<file path="config.mk">
export PLATFORM = sky130hd
export DESIGN_NAME = multiturn_encoder_feedback_decoder
export DESIGN_NICKNAME = d
export VERILOG_FILES = /design/src/sv/mtefd_pkg.sv /design/src/sv/mtefd_command_scale.sv /design/src/sv/multiturn_encoder_feedback_decoder.sv
export VERILOG_INCLUDE_DIRS = /design/src /design/src/sv
export SDC_FILE = /design/constraint.sdc
export NUM_CORES = 1
export LEC_CHECK = 0
export BUFFER_PORTS_ARGS = -buffer_cell sky130_fd_sc_hd__buf_2
export CAP_MARGIN = 30
export CORE_MARGIN = 2
export CORE_UTILIZATION = 50
export DETAILED_ROUTE_END_ITERATION = 8
export PLACE_DENSITY_LB_ADDON = 0.3
export SYNTH_ARGS = -nofsm -noshare
export SYNTH_HDL_FRONTEND = slang
export SYNTH_SLANG_ARGS = --single-unit
</file>
<file path="constraint.sdc">
create_clock -name clock -period 13.82 [get_ports clock]
set_input_delay 2.073 -clock clock [delete_from_list [all_inputs] [get_ports clock]]
set_output_delay 2.073 -clock clock [all_outputs]
set_load 0.01 [all_outputs]
</file>
<file path="src/sv/multiturn_encoder_feedback_decoder_defines.svh">
// Assertion macros for the multi-turn encoder feedback decoder.
`ifndef MULTITURN_ENCODER_FEEDBACK_DECODER_DEFINES_SVH
`define MULTITURN_ENCODER_FEEDBACK_DECODER_DEFINES_SVH

`ifndef NO_ASSERTIONS
// Check a condition at every clock edge outside reset.
`define MTEFD_ASSERT(label, expr) \
   label: assert property (@(posedge clock) disable iff (reset) (expr)) \
      else $error("mtefd: assertion failed");
// Check that a condition leads to a consequence in the next cycle.
`define MTEFD_ASSERT_NEXT(label, ante, cons) \
   label: assert property (@(posedge clock) disable iff (reset) (ante) |=> (cons)) \
      else $error("mtefd: assertion failed");
`else
`define MTEFD_ASSERT(label, expr)
`define MTEFD_ASSERT_NEXT(label, ante, cons)
`endif

`endif

</file>
<file path="src/sv/mtefd_pkg.sv">
// Constants and types shared by the multi-turn encoder feedback decoder.
package mtefd_pkg;

   // Encoder resolution and derived widths
   localparam int COUNTS_PER_TURN = 8192;
   localparam int HALF_TURN       = COUNTS_PER_TURN / 2;
   localparam int CPT_W           = $clog2(COUNTS_PER_TURN + 1);
   localparam int PROD_W          = 16 + CPT_W + 1;
   localparam int TOT_W           = (PROD_W + 1 > 33) ? PROD_W + 1 : 33;

   // Calibration register reset value
   localparam logic [7:0] CAL_RESET = 8'd50;
   localparam logic [7:0] FRAME_MAX = 8'hFF;

   // Divide by five: multiply by a reciprocal and shift
   localparam logic [15:0] DIV5_MULT  = 16'd52429;
   localparam int          DIV5_SHIFT = 18;
   localparam int          CMD_W      = 14;

   // Stream widths
   localparam int REQ_W = 64;
   localparam int RSP_W = 112;

   // One captured request beat, with the command already scaled
   typedef struct packed {
      logic [15:0]             angle;
      logic signed [15:0]      speed;
      logic signed [CMD_W-1:0] command;
      logic [7:0]              temperature;
      logic [3:0]              length;
   } req_beat_type;

   // One result beat
   typedef struct packed {
      logic                    calibrating;
      logic [15:0]             rotor_angle;
      logic signed [15:0]      speed_value;
      logic signed [CMD_W-1:0] scaled_command;
      logic [7:0]              temperature;
      logic signed [15:0]      turn_count;
      logic signed [31:0]      unwrapped_angle;
      logic [3:0]              frame_length;
   } rsp_beat_type;

endpackage

</file>
<file path="src/sv/mtefd_command_scale.sv">
// Commanded current word divided by minus five, truncated toward zero.
module mtefd_command_scale
   import mtefd_pkg::*;
(
   input  logic signed [15:0]      word,
   output logic signed [CMD_W-1:0] scaled
);

   logic [15:0]         mag;
   logic [31:0]         prod;
   logic [CMD_W-1:0]    quot;

   // Take the magnitude, divide it by five, then apply the inverted sign
   always_comb begin
      mag    = word[15] ? (~word + 16'd1) : word;
      prod   = 32'(mag) * 32'(DIV5_MULT);
      quot   = prod[DIV5_SHIFT +: CMD_W];
      scaled = word[15] ? $signed(quot) : $signed(~quot + 14'd1);
   end

endmodule

</file>
<file path="src/sv/multiturn_encoder_feedback_decoder.sv">
// Multi-turn encoder feedback decoder: one feedback frame in, one result beat out.
// A request beat passes through the input register and then the result register.
// Throughput: one frame per cycle; a stalled result holds the input register, then req_tready.
// The turn unwrap and total-angle multiply sit between the two registers.
// Reset (synchronous, active high) clears all held state and sets the calibration index to 50.
`include "multiturn_encoder_feedback_decoder_defines.svh"

module multiturn_encoder_feedback_decoder
   import mtefd_pkg::*;
(
   input  logic             clock,
   input  logic             reset,
   // Request stream; tdata from bit 0: angle_high, angle_low, speed_high, speed_low,
   // command_high, command_low, temperature_byte, length_code, zero fill
   input  logic             req_tvalid,
   output logic             req_tready,
   input  logic [REQ_W-1:0] req_tdata,
   // Response stream; tdata from bit 0: rotor_angle, speed_value, scaled_command,
   // temperature, turn_count, unwrapped_angle, frame_length, zero fill
   output logic             rsp_tvalid,
   input  logic             rsp_tready,
   output logic [RSP_W-1:0] rsp_tdata,
   // Response tuser: calibrating
   output logic             rsp_tuser,
   // Calibration last-frame register
   input  logic             csr_we,
   input  logic [7:0]       csr_wdata
);

   localparam logic signed [17:0]       HALF_S = 18'(HALF_TURN);
   localparam logic signed [CPT_W:0]    CPT_S  = (CPT_W + 1)'(COUNTS_PER_TURN);
   localparam logic signed [TOT_W-1:0]  SAT_HI = TOT_W'(64'sd2147483647);
   localparam logic signed [TOT_W-1:0]  SAT_LO = -TOT_W'(64'sd2147483648);

   // Control and held state
   logic                     in_valid_ff;
   logic                     rsp_valid_ff;
   logic [7:0]               cal_ff;
   logic [7:0]               frame_counter_ff, frame_counter_in;
   logic [15:0]              offset_ff, offset_in;
   logic [15:0]              held_angle_ff, held_angle_in;
   logic signed [15:0]       turns_ff, turns_in;
   logic signed [15:0]       held_speed_ff, held_speed_in;
   logic signed [CMD_W-1:0]  held_command_ff, held_command_in;
   logic [7:0]               held_temp_ff, held_temp_in;

   // Payload registers
   req_beat_type             in_ff, in_in;
   rsp_beat_type             rsp_ff, rsp_in;

   logic                     advance;
   logic                     req_accept;
   logic                     calib;
   logic signed [CMD_W-1:0]  command_scaled;
   logic signed [17:0]       diff;
   logic signed [PROD_W-1:0] prod;
   logic signed [16:0]       angle_delta;
   logic signed [TOT_W-1:0]  total_wide;
   logic signed [31:0]       total_sat;
   logic signed [15:0]       turn_step;

   // Handshake
   assign advance    = in_valid_ff && (!rsp_valid_ff || rsp_tready);
   assign req_tready = !in_valid_ff || advance;
   assign req_accept = req_tvalid && req_tready;

   // Scale the commanded current on its way into the input register
   mtefd_command_scale u_scale (
      .word   ($signed({req_tdata[39:32], req_tdata[47:40]})),
      .scaled (command_scaled)
   );

   // Unpack the request beat
   always_comb begin
      in_in.angle       = {req_tdata[7:0], req_tdata[15:8]};
      in_in.speed       = $signed({req_tdata[23:16], req_tdata[31:24]});
      in_in.command     = command_scaled;
      in_in.temperature = req_tdata[55:48];
      in_in.length      = req_tdata[59:56];
   end

   // Decode one frame against the held state
   always_comb begin
      calib            = frame_counter_ff <= cal_ff;
      frame_counter_in = (frame_counter_ff != FRAME_MAX) ? frame_counter_ff + 8'd1
                                                         : frame_counter_ff;
      diff             = $signed({2'b00, in_ff.angle}) - $signed({2'b00, held_angle_ff});
      offset_in        = offset_ff;
      held_angle_in    = held_angle_ff;
      held_speed_in    = held_speed_ff;
      held_command_in  = held_command_ff;
      held_temp_in     = held_temp_ff;
      turns_in         = turns_ff;
      if (calib) begin
         offset_in = in_ff.angle;
      end else begin
         held_angle_in   = in_ff.angle;
         held_speed_in   = in_ff.speed;
         held_command_in = in_ff.command;
         held_temp_in    = in_ff.temperature;
         if (diff > HALF_S) begin
            if (turns_ff != -16'sd32768) turns_in = turns_ff - 16'sd1;
         end else if (diff < -HALF_S) begin
            if (turns_ff != 16'sd32767) turns_in = turns_ff + 16'sd1;
         end
      end

      // Total angle from the state after the frame, saturated to 32 bits
      prod        = PROD_W'(turns_in) * PROD_W'(CPT_S);
      angle_delta = $signed({1'b0, held_angle_in}) - $signed({1'b0, offset_in});
      total_wide  = TOT_W'(prod) + TOT_W'(angle_delta);
      if (total_wide > SAT_HI)      total_sat = 32'sh7FFFFFFF;
      else if (total_wide < SAT_LO) total_sat = 32'sh80000000;
      else                          total_sat = total_wide[31:0];

      rsp_in.calibrating     = calib;
      rsp_in.rotor_angle     = held_angle_in;
      rsp_in.speed_value     = held_speed_in;
      rsp_in.scaled_command  = held_command_in;
      rsp_in.temperature     = held_temp_in;
      rsp_in.turn_count      = turns_in;
      rsp_in.unwrapped_angle = total_sat;
      rsp_in.frame_length    = in_ff.length;
   end

   // Hold control and decoder state; advance it on each processed beat
   always_ff @(posedge clock) begin
      if (reset) begin
         in_valid_ff      <= 1'b0;
         rsp_valid_ff     <= 1'b0;
         cal_ff           <= CAL_RESET;
         frame_counter_ff <= '0;
         offset_ff        <= '0;
         held_angle_ff    <= '0;
         turns_ff         <= '0;
         held_speed_ff    <= '0;
         held_command_ff  <= '0;
         held_temp_ff     <= '0;
      end else begin
         if (csr_we) cal_ff <= csr_wdata;
         if (req_accept)   in_valid_ff <= 1'b1;
         else if (advance) in_valid_ff <= 1'b0;
         if (advance)         rsp_valid_ff <= 1'b1;
         else if (rsp_tready) rsp_valid_ff <= 1'b0;
         if (advance) begin
            frame_counter_ff <= frame_counter_in;
            offset_ff        <= offset_in;
            held_angle_ff    <= held_angle_in;
            turns_ff         <= turns_in;
            held_speed_ff    <= held_speed_in;
            held_command_ff  <= held_command_in;
            held_temp_ff     <= held_temp_in;
         end
      end
   end

   // Load payload registers
   always_ff @(posedge clock) begin
      if (req_accept) in_ff  <= in_in;
      if (advance)    rsp_ff <= rsp_in;
   end

   // Drive the response stream
   assign rsp_tvalid = rsp_valid_ff;
   assign rsp_tuser  = rsp_ff.calibrating;
   assign rsp_tdata  = {6'd0, rsp_ff.frame_length, rsp_ff.unwrapped_angle, rsp_ff.turn_count,
                        rsp_ff.temperature, rsp_ff.scaled_command, rsp_ff.speed_value,
                        rsp_ff.rotor_angle};

   // Turn count moves by at most one per frame
   assign turn_step = turns_in - turns_ff;

   // Assertions
   `MTEFD_ASSERT_NEXT(a_counter_sticks, frame_counter_ff == FRAME_MAX, frame_counter_ff == FRAME_MAX)
   `MTEFD_ASSERT_NEXT(a_calib_holds, advance && calib, $stable(held_angle_ff) && $stable(turns_ff))
   `MTEFD_ASSERT(a_turn_step, turn_step == 16'sd0 || turn_step == 16'sd1 || turn_step == -16'sd1)
   `MTEFD_ASSERT(a_stall_cause, req_tready || (in_valid_ff && rsp_valid_ff && !rsp_tready))

endmodule

</file>
; Yosys cells after proc, flatten, opt, wreduce, memory -nomap -nowiden
; Cells that the tools add are included.
; Widths: inputs -> output; s select.
[word_totals]
register_bits = 269
word_cells = 68
input_bits = 77
out_inout_bits = 115
[op_classes]
n_mul = 1
bitwise = 2
mux = 17
reduce_logical = 9
add_sub_neg = 8
order_cmp = 5
eq_ne = 3
[op_table]
columns = cell, count
row1 = $mux 16, 9
row2 = $sub 16x16->17, 2
row3 = $gt 30x32->1 const B, 1
row4 = $lt 30x32->1 const B, 1
row5 = $mul 16x16->32 const B, 1
row6 = $mux 32, 1
row7 = $ne 16x16->1 const B, 2
row8 = $add 29x17->30, 1
row9 = $mux 14, 2
row10 = $gt 17x14->1 const B, 1
row11 = $lt 17x13->1 const B, 1
row12 = $add 16x1->16 const B, 1
row13 = $add 16x2->16 const B, 1
row14 = $not 16->16, 1
row15 = $sub 16x2->16 const B, 1
row16 = $add 14x1->14 const B, 1
row17 = $not 14->14, 1
row18 = $add 8x1->8 const B, 1
row19 = $le 8x8->1, 1
row20 = $mux 8, 1
row21 = $ne 8x8->1 const B, 1
row22 = $mux 1, 4
row23 = $reduce_bool 2->1, 2
row24 = $logic_and 1x1->1, 2
row25 = 3 further kinds, 5

; Depth between registers and ports, before layout
; Gate-level depths: netlist of run 1.
[depth]
depth_word = 8
ltp_mapped = 37
depth_no_buf = 34

; Modules after synthesis
; A second synthesis of run 1 with hierarchy kept.
[hier_totals]
hier_cells = 1992
hier_area_um2 = 18760.5
[by_module_without_submodules]
columns = module, cells_each, instances, seq_area_each_um2, area_each_um2
row1 = multiturn_encoder_feedback_decoder, 1374, 1, 7006.7, 13365.3
row2 = mtefd_command_scale, 618, 1, 0.0, 5395.2

; Worst setup path after synthesis of run 1
; No wires, ideal clock.
[synth_timing]
kind = in2reg
startpoint = in req_tdata[32]
endpoint = reg in_ff[25] (netlist name), data pin
path_slack_ns = 4.021
cell_stages = 24
setup_time_ns = 0.260
required_time_ns = 13.560
n_path_buf = 0
arrival_ns = 9.539
path_cell_list = or4_1 > or3_1 > or2_2 > nor4b_1 > ha_1 > ha_1 > inv_1 > fa_1 > inv_1 > fa_1 > fa_1 > fa_1 > ha_1 > o2111a_1 > a221o_1 > a221o_1 > a31oi_1 > o31ai_1 > o41a_1 > xor2_1 > nor4_1 > and2_1 > a31oi_1 > xnor2_1
[synth_via]
elab_chain_len = 7
[synth_rtl]
columns = item, line_no
row1 = "start, declared", multiturn_encoder_feedback_decoder.sv:17  ; input logic [REQ_W-1:0] req_tdata,
row2 = $not 16->16, mtefd_command_scale.sv:15  ; mag = word[15] ? (~word + 16'd1) : word;
row3 = $add 16x1->16, mtefd_command_scale.sv:15
row4 = $mux 16 (*), mtefd_command_scale.sv:15
row5 = $mul 16x16->32 (*), mtefd_command_scale.sv:16  ; prod = 32'(mag) * 32'(DIV5_MULT);
row6 = $not 14->14, mtefd_command_scale.sv:18  ; scaled = word[15] ? $signed(quot) : $signed(~quot + 14'd1);
row7 = $add 14x1->14, mtefd_command_scale.sv:18
row8 = $mux 14 (*), mtefd_command_scale.sv:18
row9 = net command_scaled[13], multiturn_encoder_feedback_decoder.sv:54  ; logic signed [CMD_W-1:0] command_scaled;
row10 = "end signal, assigned", multiturn_encoder_feedback_decoder.sv:159  ; if (req_accept) in_ff <= in_in;
row11 = "end, declared", multiturn_encoder_feedback_decoder.sv:48  ; req_beat_type in_ff, in_in;
; The timed path passes the listed nets; every way through them passes the cells marked *.
; A chain may end at the register's enable or synchronous reset.

; Final worst setup path of run 1
; Ends and elaborated chain as after synthesis.

==> impl_summary.txt, run 1 <==
----------------------------------------------------
[Clocking]
  Number of resized instances in the post-cts repair step ... 0
  Post-CTS setup buffer count ... 0
  Register clock-pin slew on the reported worst setup and hold paths ... 0.06 ns
  CTS Root Cell ... sky130_fd_sc_hd__clkbuf_16
  Clk sink count ... between 200 and 300
  Clock tree from TritonCTS ... done
  Total number of H-tree levels ... 1
  CTS buffer count ... 31
  Maximum count of clock buffers along a single path ... 3
  Hold-fix buffers at CTS ... 0
  Later-pin clock latency in the skew report ... 0.57 ns

[Detailed routing]
  Final Routed Wirelength ... 41.5 mm
  Final antenna-violating net count ... 0
  Vias after detailed routing ... roughly 14000
  Routed len/inst ... 16.5 um
  Vias per inst ... 5.46
  Remaining design rule violation count ... 0
  Violation count after the first detailed-routing iteration ... 764
  DRT Pass-1 Iters ... 5

[Setup path]
  Worst setup path startpoint ... req_tdata[32]
  Setup CP Type ... primary input to flip-flop
  Startpoint of the worst-slack reg-to-reg timing path ... cal_ff[6]
  Critical-path cell with the highest stage delay ... sky130_fd_sc_hd__xnor2_1
  Crit path top cell by count ... sky130_fd_sc_hd__fa_1
  CP Launch Type ... primary input
  Kind of capture point of the worst setup path ... flip-flop
  Worst-path fanout max ... 5
  Setup slack of the most critical reg-to-reg path ... 5.92 ns
  Critical path data arrival time ... about 10 ns
  Slowest cell delay on critical path ... 0.59 ns
  Required time of the critical path ... 14.14 ns

[Timing]
  Final total negative setup slack ... 0 ns
  Layout Skew ... 0.0109 ns
  Post-layout minimum cycle time ... 9.95 ns
  Final setup violation count ... 0
  Actual transition at the worst max-transition pin ... 1.04 ns
  Max-slew violation count ... 0
  Slack of the critical path ... around 3.9 ns
  Setup repair after global routing missed its margin ... false
  Hold violation count in the final report ... 0
  Final Cycle Share ... 0.720
  Fmax ... between 100 and 150 MHz
  Normalized max-slew margin ... 0.303

[Power]
  Share of total power in sequential cells ... 0.226
  Reported net switching power ... about 1.9 mW
  Power density cells ... 228 nW/um^2
  Switch share ... 0.414
  Highest ir drop seen on vdd ... around 0.42 mV
  Cell-internal power ... 2.73 mW
  Clock share of power ... 0.181
  Part of the total power dissipated in combinational logic ... 0.593
  P_leak ... 9.20 nW

[Synth]
  Share of the yosys chip area belonging to registers ... 0.386
  Most used DFF post-synth ... sky130_fd_sc_hd__edfxtp_1
  Number of synthesized flops with an enable pin ... 164
  #FFs+latches synth ... 268
  Average cell area after synthesis ... 9.68 um^2
  Top cells by area in the synthesized netlist ... sky130_fd_sc_hd__edfxtp_1 (27%), sky130_fd_sc_hd__ha_1 (12%), sky130_fd_sc_hd__dfxtp_1 (11%), sky130_fd_sc_hd__fa_1 (8.5%), sky130_fd_sc_hd__inv_1 (4.7%)
  Distinct cell type count of the synthesized netlist ... 101
  Combined area of all synthesized cells ... 18200 um^2
  Post-synth top area cell ... sky130_fd_sc_hd__edfxtp_1
  Number of warnings reported in the yosys synthesis log ... 0
  Mapped Cells ... 1876
  Area share of the largest cell type after synthesis ... 0.271
  Async set-or-reset flop fraction in the synthesized netlist ... 0

[Floorplanning]
  Height of the die ... 195 um
  Area of the core ... 35700 um^2
  Initial cell density of the core ... 0.509
  Area of the die ... 37900 um^2
  # rows ... 69
  I/O pin total ... approximately 190
  Horizontal die dimension ... 195 um

[GRT]
  GRT Residual Overflow ... 0
  Initial antenna violation count ... 2
  Overall track demand over capacity in global routing ... 0.222
  Global-route wire length before repair ... ~69 mm
  Vias in the first global route ... 13800
  Maximum number of pins on one net before global-route repair ... 109

[Finish]
  Final layout net count ... 2353
  Layout-stage area growth over the synthesis result ... 12.5%
  Filler cell count ... approximately 3100
  Share of layout cells above drive strength 1 ... 0.142

[Worst hold path]
  Beginning of the worst hold path ... in_ff[0]
  Type of the most critical hold path ... flip-flop to flip-flop

[Place]
  Placed wire-length estimate after detailed placement ... 30.6 mm
  Worst setup slack before clock tree synthesis ... 3.26 ns
  Count of port buffers added during placement ... between 150 and 200
  Routability congestion estimate from global placement ... 0.918

[Job]
  Number of violations of the max-capacitance limit ... 0

[Status]
  Outcome ... finished clean

----------------------------------------------------
## area by class of cell
cell class              instances  area (um^2)  share of cell area
diodes                          2         5.00            0.000245
multi-input cells            1302         9960               0.487
clock buffers                  35          801              0.0392
inverters                     231          873              0.0427
flip-flops and latches        268         7010               0.343
repair buffers                188          961              0.0470
well taps                     461          577              0.0282
clock inverters                23          265              0.0130
## stage by stage
stage | util | instance area, um^2 | power, mW | cells | hold WS [ns]
after global placement | 0.543 | 19400 | 3.75 | 2450 | 0.403
after CTS | 0.573 | 20400 | 4.72 | 2508 | 0.424
after floorplan | - | 18200 | 3.24 | 1881 | 0.400
after global routing | 0.573 | 20400 | 5.12 | 2510 | 0.427
after detailed placement | 0.543 | 19400 | 3.86 | 2450 | 0.410
final | 0.573 | 20400 | 4.65 | 2510 | 0.422
## Yosys cell counts (8+ instances only)
library cell	number
sky130_fd_sc_hd__inv_1	229
sky130_fd_sc_hd__nor2_1	212
sky130_fd_sc_hd__nand2_1	205
sky130_fd_sc_hd__ha_1	177
sky130_fd_sc_hd__edfxtp_1	164
sky130_fd_sc_hd__dfxtp_1	104
sky130_fd_sc_hd__fa_1	77
sky130_fd_sc_hd__xnor2_1	74
sky130_fd_sc_hd__a21oi_1	68
sky130_fd_sc_hd__clkbuf_1	55
sky130_fd_sc_hd__nor3_1	52
sky130_fd_sc_hd__o21ai_0	50
sky130_fd_sc_hd__a211oi_1	37
sky130_fd_sc_hd__xor2_1	35
sky130_fd_sc_hd__nand3_1	26
sky130_fd_sc_hd__mux2i_1	25
sky130_fd_sc_hd__a21o_1	17
sky130_fd_sc_hd__nand4_1	16
sky130_fd_sc_hd__nor4_1	16
sky130_fd_sc_hd__and3_1	14
sky130_fd_sc_hd__o211ai_1	13
sky130_fd_sc_hd__buf_4	11
sky130_fd_sc_hd__a31oi_1	10
sky130_fd_sc_hd__nor2b_1	10
sky130_fd_sc_hd__or3_1	10
sky130_fd_sc_hd__o21a_1	9
sky130_fd_sc_hd__and2_1	8
## kinds of logic after synthesis
| logic type | Yosys count | synth area share |
|---|---|---|
| multiplexers | 28 | 0.0158 |
| adder cells (fa/ha/maj) | 254 | 0.207 |
| buffers and inverters | 311 | 0.0678 |
| XOR/XNOR | 112 | 0.0552 |
| AO/OA/AOI/OAI | 296 | 0.117 |
| other | 1 | 0.000206 |
| AND/OR/NAND/NOR | 606 | 0.151 |
| flip-flops | 268 | 0.386 |
## critical path, delay by kind of cell
kind            cells  cell delay (ns)
xor+xnor            3             0.92
buf+inv             4             0.46
simple gates        4             1.43
compound gates      8             2.26
fa+ha+maj           7             3.13
## state kept, by name, summed over array words and instances, names as in the netlist
name / count
cal_ff: 8
rsp_tuser: 1
rsp_tdata: 105
held_angle_ff: 16
frame_counter_ff: 8
in_ff: 58
turns_ff: 16
held_speed_ff: 16
offset_ff: 16
in_valid_ff: 1
rsp_tvalid: 1
held_temp_ff: 8
held_command_ff: 14
## metal layers
| metal | routed length, um | GRT usage |
|---|---|---|
| met5 | 0 | 0 |
| met4 | 1200 | 0.0698 |
| met3 | 2010 | 0.0324 |
| met2 | 20500 | 0.396 |
| met1 | 17800 | 0.277 |
## path summary, 6_finish.rpt
check                        end  depth (start not counted)
setup reg to reg   rsp_tdata[96]                         33
setup / recovery       in_ff[25]                         26
hold reg to reg   rsp_tdata[102]                          0
hold / removal    rsp_tdata[102]                          0
## layout by cell type, fill, tap and decap left out, types with 8 or more instances in the layout
| cell | netlist | layout |
|---|---|---|
| sky130_fd_sc_hd__or3_1 | 10 | 10 |
| sky130_fd_sc_hd__nor2b_1 | 10 | 10 |
| sky130_fd_sc_hd__a21o_1 | 17 | 17 |
| sky130_fd_sc_hd__a21oi_1 | 68 | 68 |
| sky130_fd_sc_hd__a211oi_1 | 37 | 37 |
| sky130_fd_sc_hd__clkinv_2 | 0 | 9 |
| sky130_fd_sc_hd__xnor2_1 | 74 | 74 |
| sky130_fd_sc_hd__mux2i_1 | 25 | 25 |
| sky130_fd_sc_hd__nand3_1 | 26 | 26 |
| sky130_fd_sc_hd__dfxtp_1 | 104 | 104 |
| sky130_fd_sc_hd__clkbuf_16 | 0 | 31 |
| sky130_fd_sc_hd__o211ai_1 | 13 | 13 |
| sky130_fd_sc_hd__nand2_1 | 205 | 205 |
| sky130_fd_sc_hd__o21a_1 | 9 | 8 |
| sky130_fd_sc_hd__nor4_1 | 16 | 16 |
| sky130_fd_sc_hd__a31oi_1 | 10 | 10 |
| sky130_fd_sc_hd__xor2_1 | 35 | 35 |
| sky130_fd_sc_hd__fa_1 | 77 | 77 |
| sky130_fd_sc_hd__buf_2 | 6 | 180 |
| sky130_fd_sc_hd__nand4_1 | 16 | 16 |
| sky130_fd_sc_hd__and3_1 | 14 | 14 |
| sky130_fd_sc_hd__nor2_1 | 212 | 212 |
| sky130_fd_sc_hd__ha_1 | 177 | 177 |
| sky130_fd_sc_hd__o21ai_0 | 50 | 50 |
| sky130_fd_sc_hd__inv_1 | 229 | 227 |
| sky130_fd_sc_hd__buf_4 | 11 | 8 |
| sky130_fd_sc_hd__nor3_1 | 52 | 52 |
| sky130_fd_sc_hd__edfxtp_1 | 164 | 164 |
## power by group through the flow
stage                     clock [mW]  combinational (mW)  sequential, mW
after global placement             0                2.69            1.07
after floorplan                    0                2.16            1.07
final                          0.844                2.76            1.05
after global routing           0.896                3.17            1.06
after detailed placement           0                2.79            1.07
after CTS                      0.865                2.80            1.05
Note: power is estimated with default switching activity, not from simulation.
==> inputs of run 2 (changes only) <==
clock period = 10.3 ns   (was 13.82 ns; I/O delays follow)
==> run 2 against run 1 <==
Effect of this change: largest cell class unchanged; global-route usage up 0.10 points; critical path type unchanged; hold slack hardly changed; clock power rose by 29%; sequential power is 34% higher; non-clock buffer count is 5 higher; total power up 33%; first-iteration DRC count decreased by 17%; critical path depth unchanged.
==> impl_summary.txt, run 2 (synthesis results as in run 1) <==
----------------------------------------------------
[Finish]
  Final layout net count ... 2357 (+0.17%)
  Finished Layout Cells ... 2512 (+0.080%)
  Leading cell type in the layout, fill and taps excluded ... sky130_fd_sc_hd__inv_1
  Highest-count cells in the layout ignoring fill and taps ... sky130_fd_sc_hd__inv_1 (227), sky130_fd_sc_hd__nor2_1 (212), sky130_fd_sc_hd__nand2_1 (205), sky130_fd_sc_hd__buf_2 (180), sky130_fd_sc_hd__ha_1 (177)
  Final instance area ... 20500 um^2 (about the same)
  Largest register FFs ... 105 (unchanged)
  Share of layout cells above drive strength 1 ... 0.141 (-0.00118)
  Layout-stage area growth over the synthesis result ... 12.6% (about the same)

[Setup path]
  Startpoint of the worst-slack reg-to-reg timing path ... cal_ff[6]
  Worst setup path startpoint ... req_tdata[32]
  Kind of capture point of the worst setup path ... flip-flop
  Required time of the critical path ... 10.61 ns (-3.53 ns)
  Critical-path cell with the highest stage delay ... sky130_fd_sc_hd__or4_1
  CP Launch Type ... primary input
  Critical path data arrival time ... 9.30 ns (-0.97 ns)
  Reg2Reg Depth ... 33 (unchanged)
  Crit path top cell by count ... sky130_fd_sc_hd__fa_1
  Setup CP Type ... primary input to flip-flop
  Worst reg2reg path endpoint ... rsp_tdata[96]
  Capture point of the worst path ... in_ff[25]
  Slowest cell delay on critical path ... 0.55 ns (-0.04 ns)
  Setup slack of the most critical reg-to-reg path ... 2.54 ns (-3.38 ns)
  Worst-path fanout max ... 5 (unchanged)

[Worst hold path]
  Type of the most critical hold path ... flip-flop to flip-flop
  Beginning of the worst hold path ... in_ff[0]

[Timing]
  Final Cycle Share ... 0.873
  Max-slew violation count ... 0 (unchanged)
  Setup repair after global routing missed its margin ... false
  Post-layout minimum cycle time ... between 8 and 9 ns
  Normalized max-slew margin ... 0.364 (+0.0611)
  Final total negative setup slack ... 0 ns (unchanged)
  Fmax ... about 110 MHz
  Final setup violation count ... 0 (unchanged)
  Hold violation count in the final report ... 0 (unchanged)
  Actual transition at the worst max-transition pin ... 0.954 ns (-0.0842 ns)
  Layout Skew ... 0.0169 ns (+0.00599 ns)
  Smallest hold slack ... 0.422 ns (+0.0000240 ns)

[Clocking]
  Clk sink count ... 268 (unchanged)
  CTS buffer count ... 30 (-3.2%)
  CTS Root Cell ... sky130_fd_sc_hd__clkbuf_16
  Post-CTS setup buffer count ... 0 (unchanged)
  Later-pin clock latency in the skew report ... 0.56 ns (about the same)
  Number of resized instances in the post-cts repair step ... 0 (unchanged)
  Register clock-pin slew on the reported worst setup and hold paths ... 0.06 ns (about the same)
  Hold-fix buffers at CTS ... 0 (unchanged)
  Maximum count of clock buffers along a single path ... 3 (unchanged)
  Clock tree from TritonCTS ... done
  Total number of H-tree levels ... 1 (unchanged)

[Floorplanning]
  Horizontal die dimension ... 195 um (unchanged)
  Height of the die ... 195 um (unchanged)
  I/O pin total ... 192 (unchanged)
  # rows ... 69 (unchanged)
  Initial cell density of the core ... 0.509 (unchanged)
  Area of the die ... 37900 um^2 (unchanged)
  Area of the core ... 35700 um^2 (unchanged)

[Place]
  Placed standard-cell area ... 19400 um^2 (+0.15%)
  Placed wire-length estimate after detailed placement ... 30.3 mm (-0.76%)
  Routability congestion estimate from global placement ... 0.929 (+1.2%)
  Number of cells after detailed placement ... 2454 (+0.16%)
  Count of port buffers added during placement ... 181 (unchanged)

[Detailed routing]
  Violation count after the first detailed-routing iteration ... 631 (-17%)
  Routed len/inst ... 16.5 um (-0.54%)
  Vias per inst ... 5.45 (-0.29%)
  DRT Pass-1 Iters ... 5 (unchanged)
  Final Routed Wirelength ... 41.3 mm (-0.46%)
  Final antenna-violating net count ... 0 (unchanged)
  Remaining design rule violation count ... 0 (unchanged)
  Vias after detailed routing ... 13700 (-0.21%)

[GRT]
  Global-route wire length before repair ... 69.4 mm (+0.87%)
  Vias in the first global route ... 14000 (+0.99%)
  Overall track demand over capacity in global routing ... 0.223 (+0.00103)
  Maximum number of pins on one net before global-route repair ... 113 (+3.7%)
  GRT Residual Overflow ... 0 (unchanged)
  Initial antenna violation count ... 1 (-1)

[Power]
  Power density cells ... 303 nW/um^2 (+33%)
  Highest ir drop seen on vdd ... 0.426 mV (+0.66%)
  P_leak ... 9.20 nW (about the same)

[Status]
  Outcome ... finished clean

[Job]
  Number of violations of the max-capacitance limit ... 0 (unchanged)

----------------------------------------------------
==> run 2: worst max-delay path: cells and delay by family <==
family | cells | cell delay (ns)
AO/OA/AOI/OAI | 8 | 2.21
XOR/XNOR | 3 | 0.64
AND/OR/NAND/NOR | 4 | 1.44
buffers and inverters | 4 | 0.38
adder cells (fa/ha/maj) | 7 | 3.10
==> run 2: worst min-delay path by stage <==
stage	endpoint	cells after the start
5_1_grt	rsp_tdata[102]	0
4_1_cts	rsp_tdata[105]	0
3_5_place_dp	rsp_tdata[104]	0
3_3_place_gp	rsp_tdata[105]	0
6_report	rsp_tdata[102]	0
2_1_floorplan	rsp_tdata[102]	0
==> run 2: final cells by class <==
| type | count | area (um^2) |
|---|---|---|
| antenna | 1 | 2.50 |
| clock buffer | 47 | 917 |
| clock inverter | 9 | 100 |
| fill | 3064 | 15200 |
| inverter | 231 | 873 |
| multi-input combinational | 1302 | 9960 |
| sequential | 268 | 7010 |
| tap | 461 | 577 |
| timing repair buffer | 193 | 1020 |
==> run 2: stage by stage <==
step	utilization	worst slack, ns	total power [mW]
detailed placement	0.544	0.673	5.13
global route	0.574	0.652	6.81
finish	0.574	1.31	6.20
global placement	0.544	0.764	5.05
floorplan	-	1.03	4.34
CTS	0.573	1.26	6.26
==> run 2: power by group <==
| group | internal [mW] | switching, mW |
|---|---|---|
| combinational | 1.58 | 2.12 |
| clock | 0.659 | 0.428 |
| sequential | 1.38 | 0.0326 |
| total | 3.62 | 2.58 |
==> run 2: routing by layer <==
metal  track usage  wire length [um]
met3        0.0295              1790
met2         0.400             20400
met4        0.0587               961
met5             0                 0
met1         0.283             18200
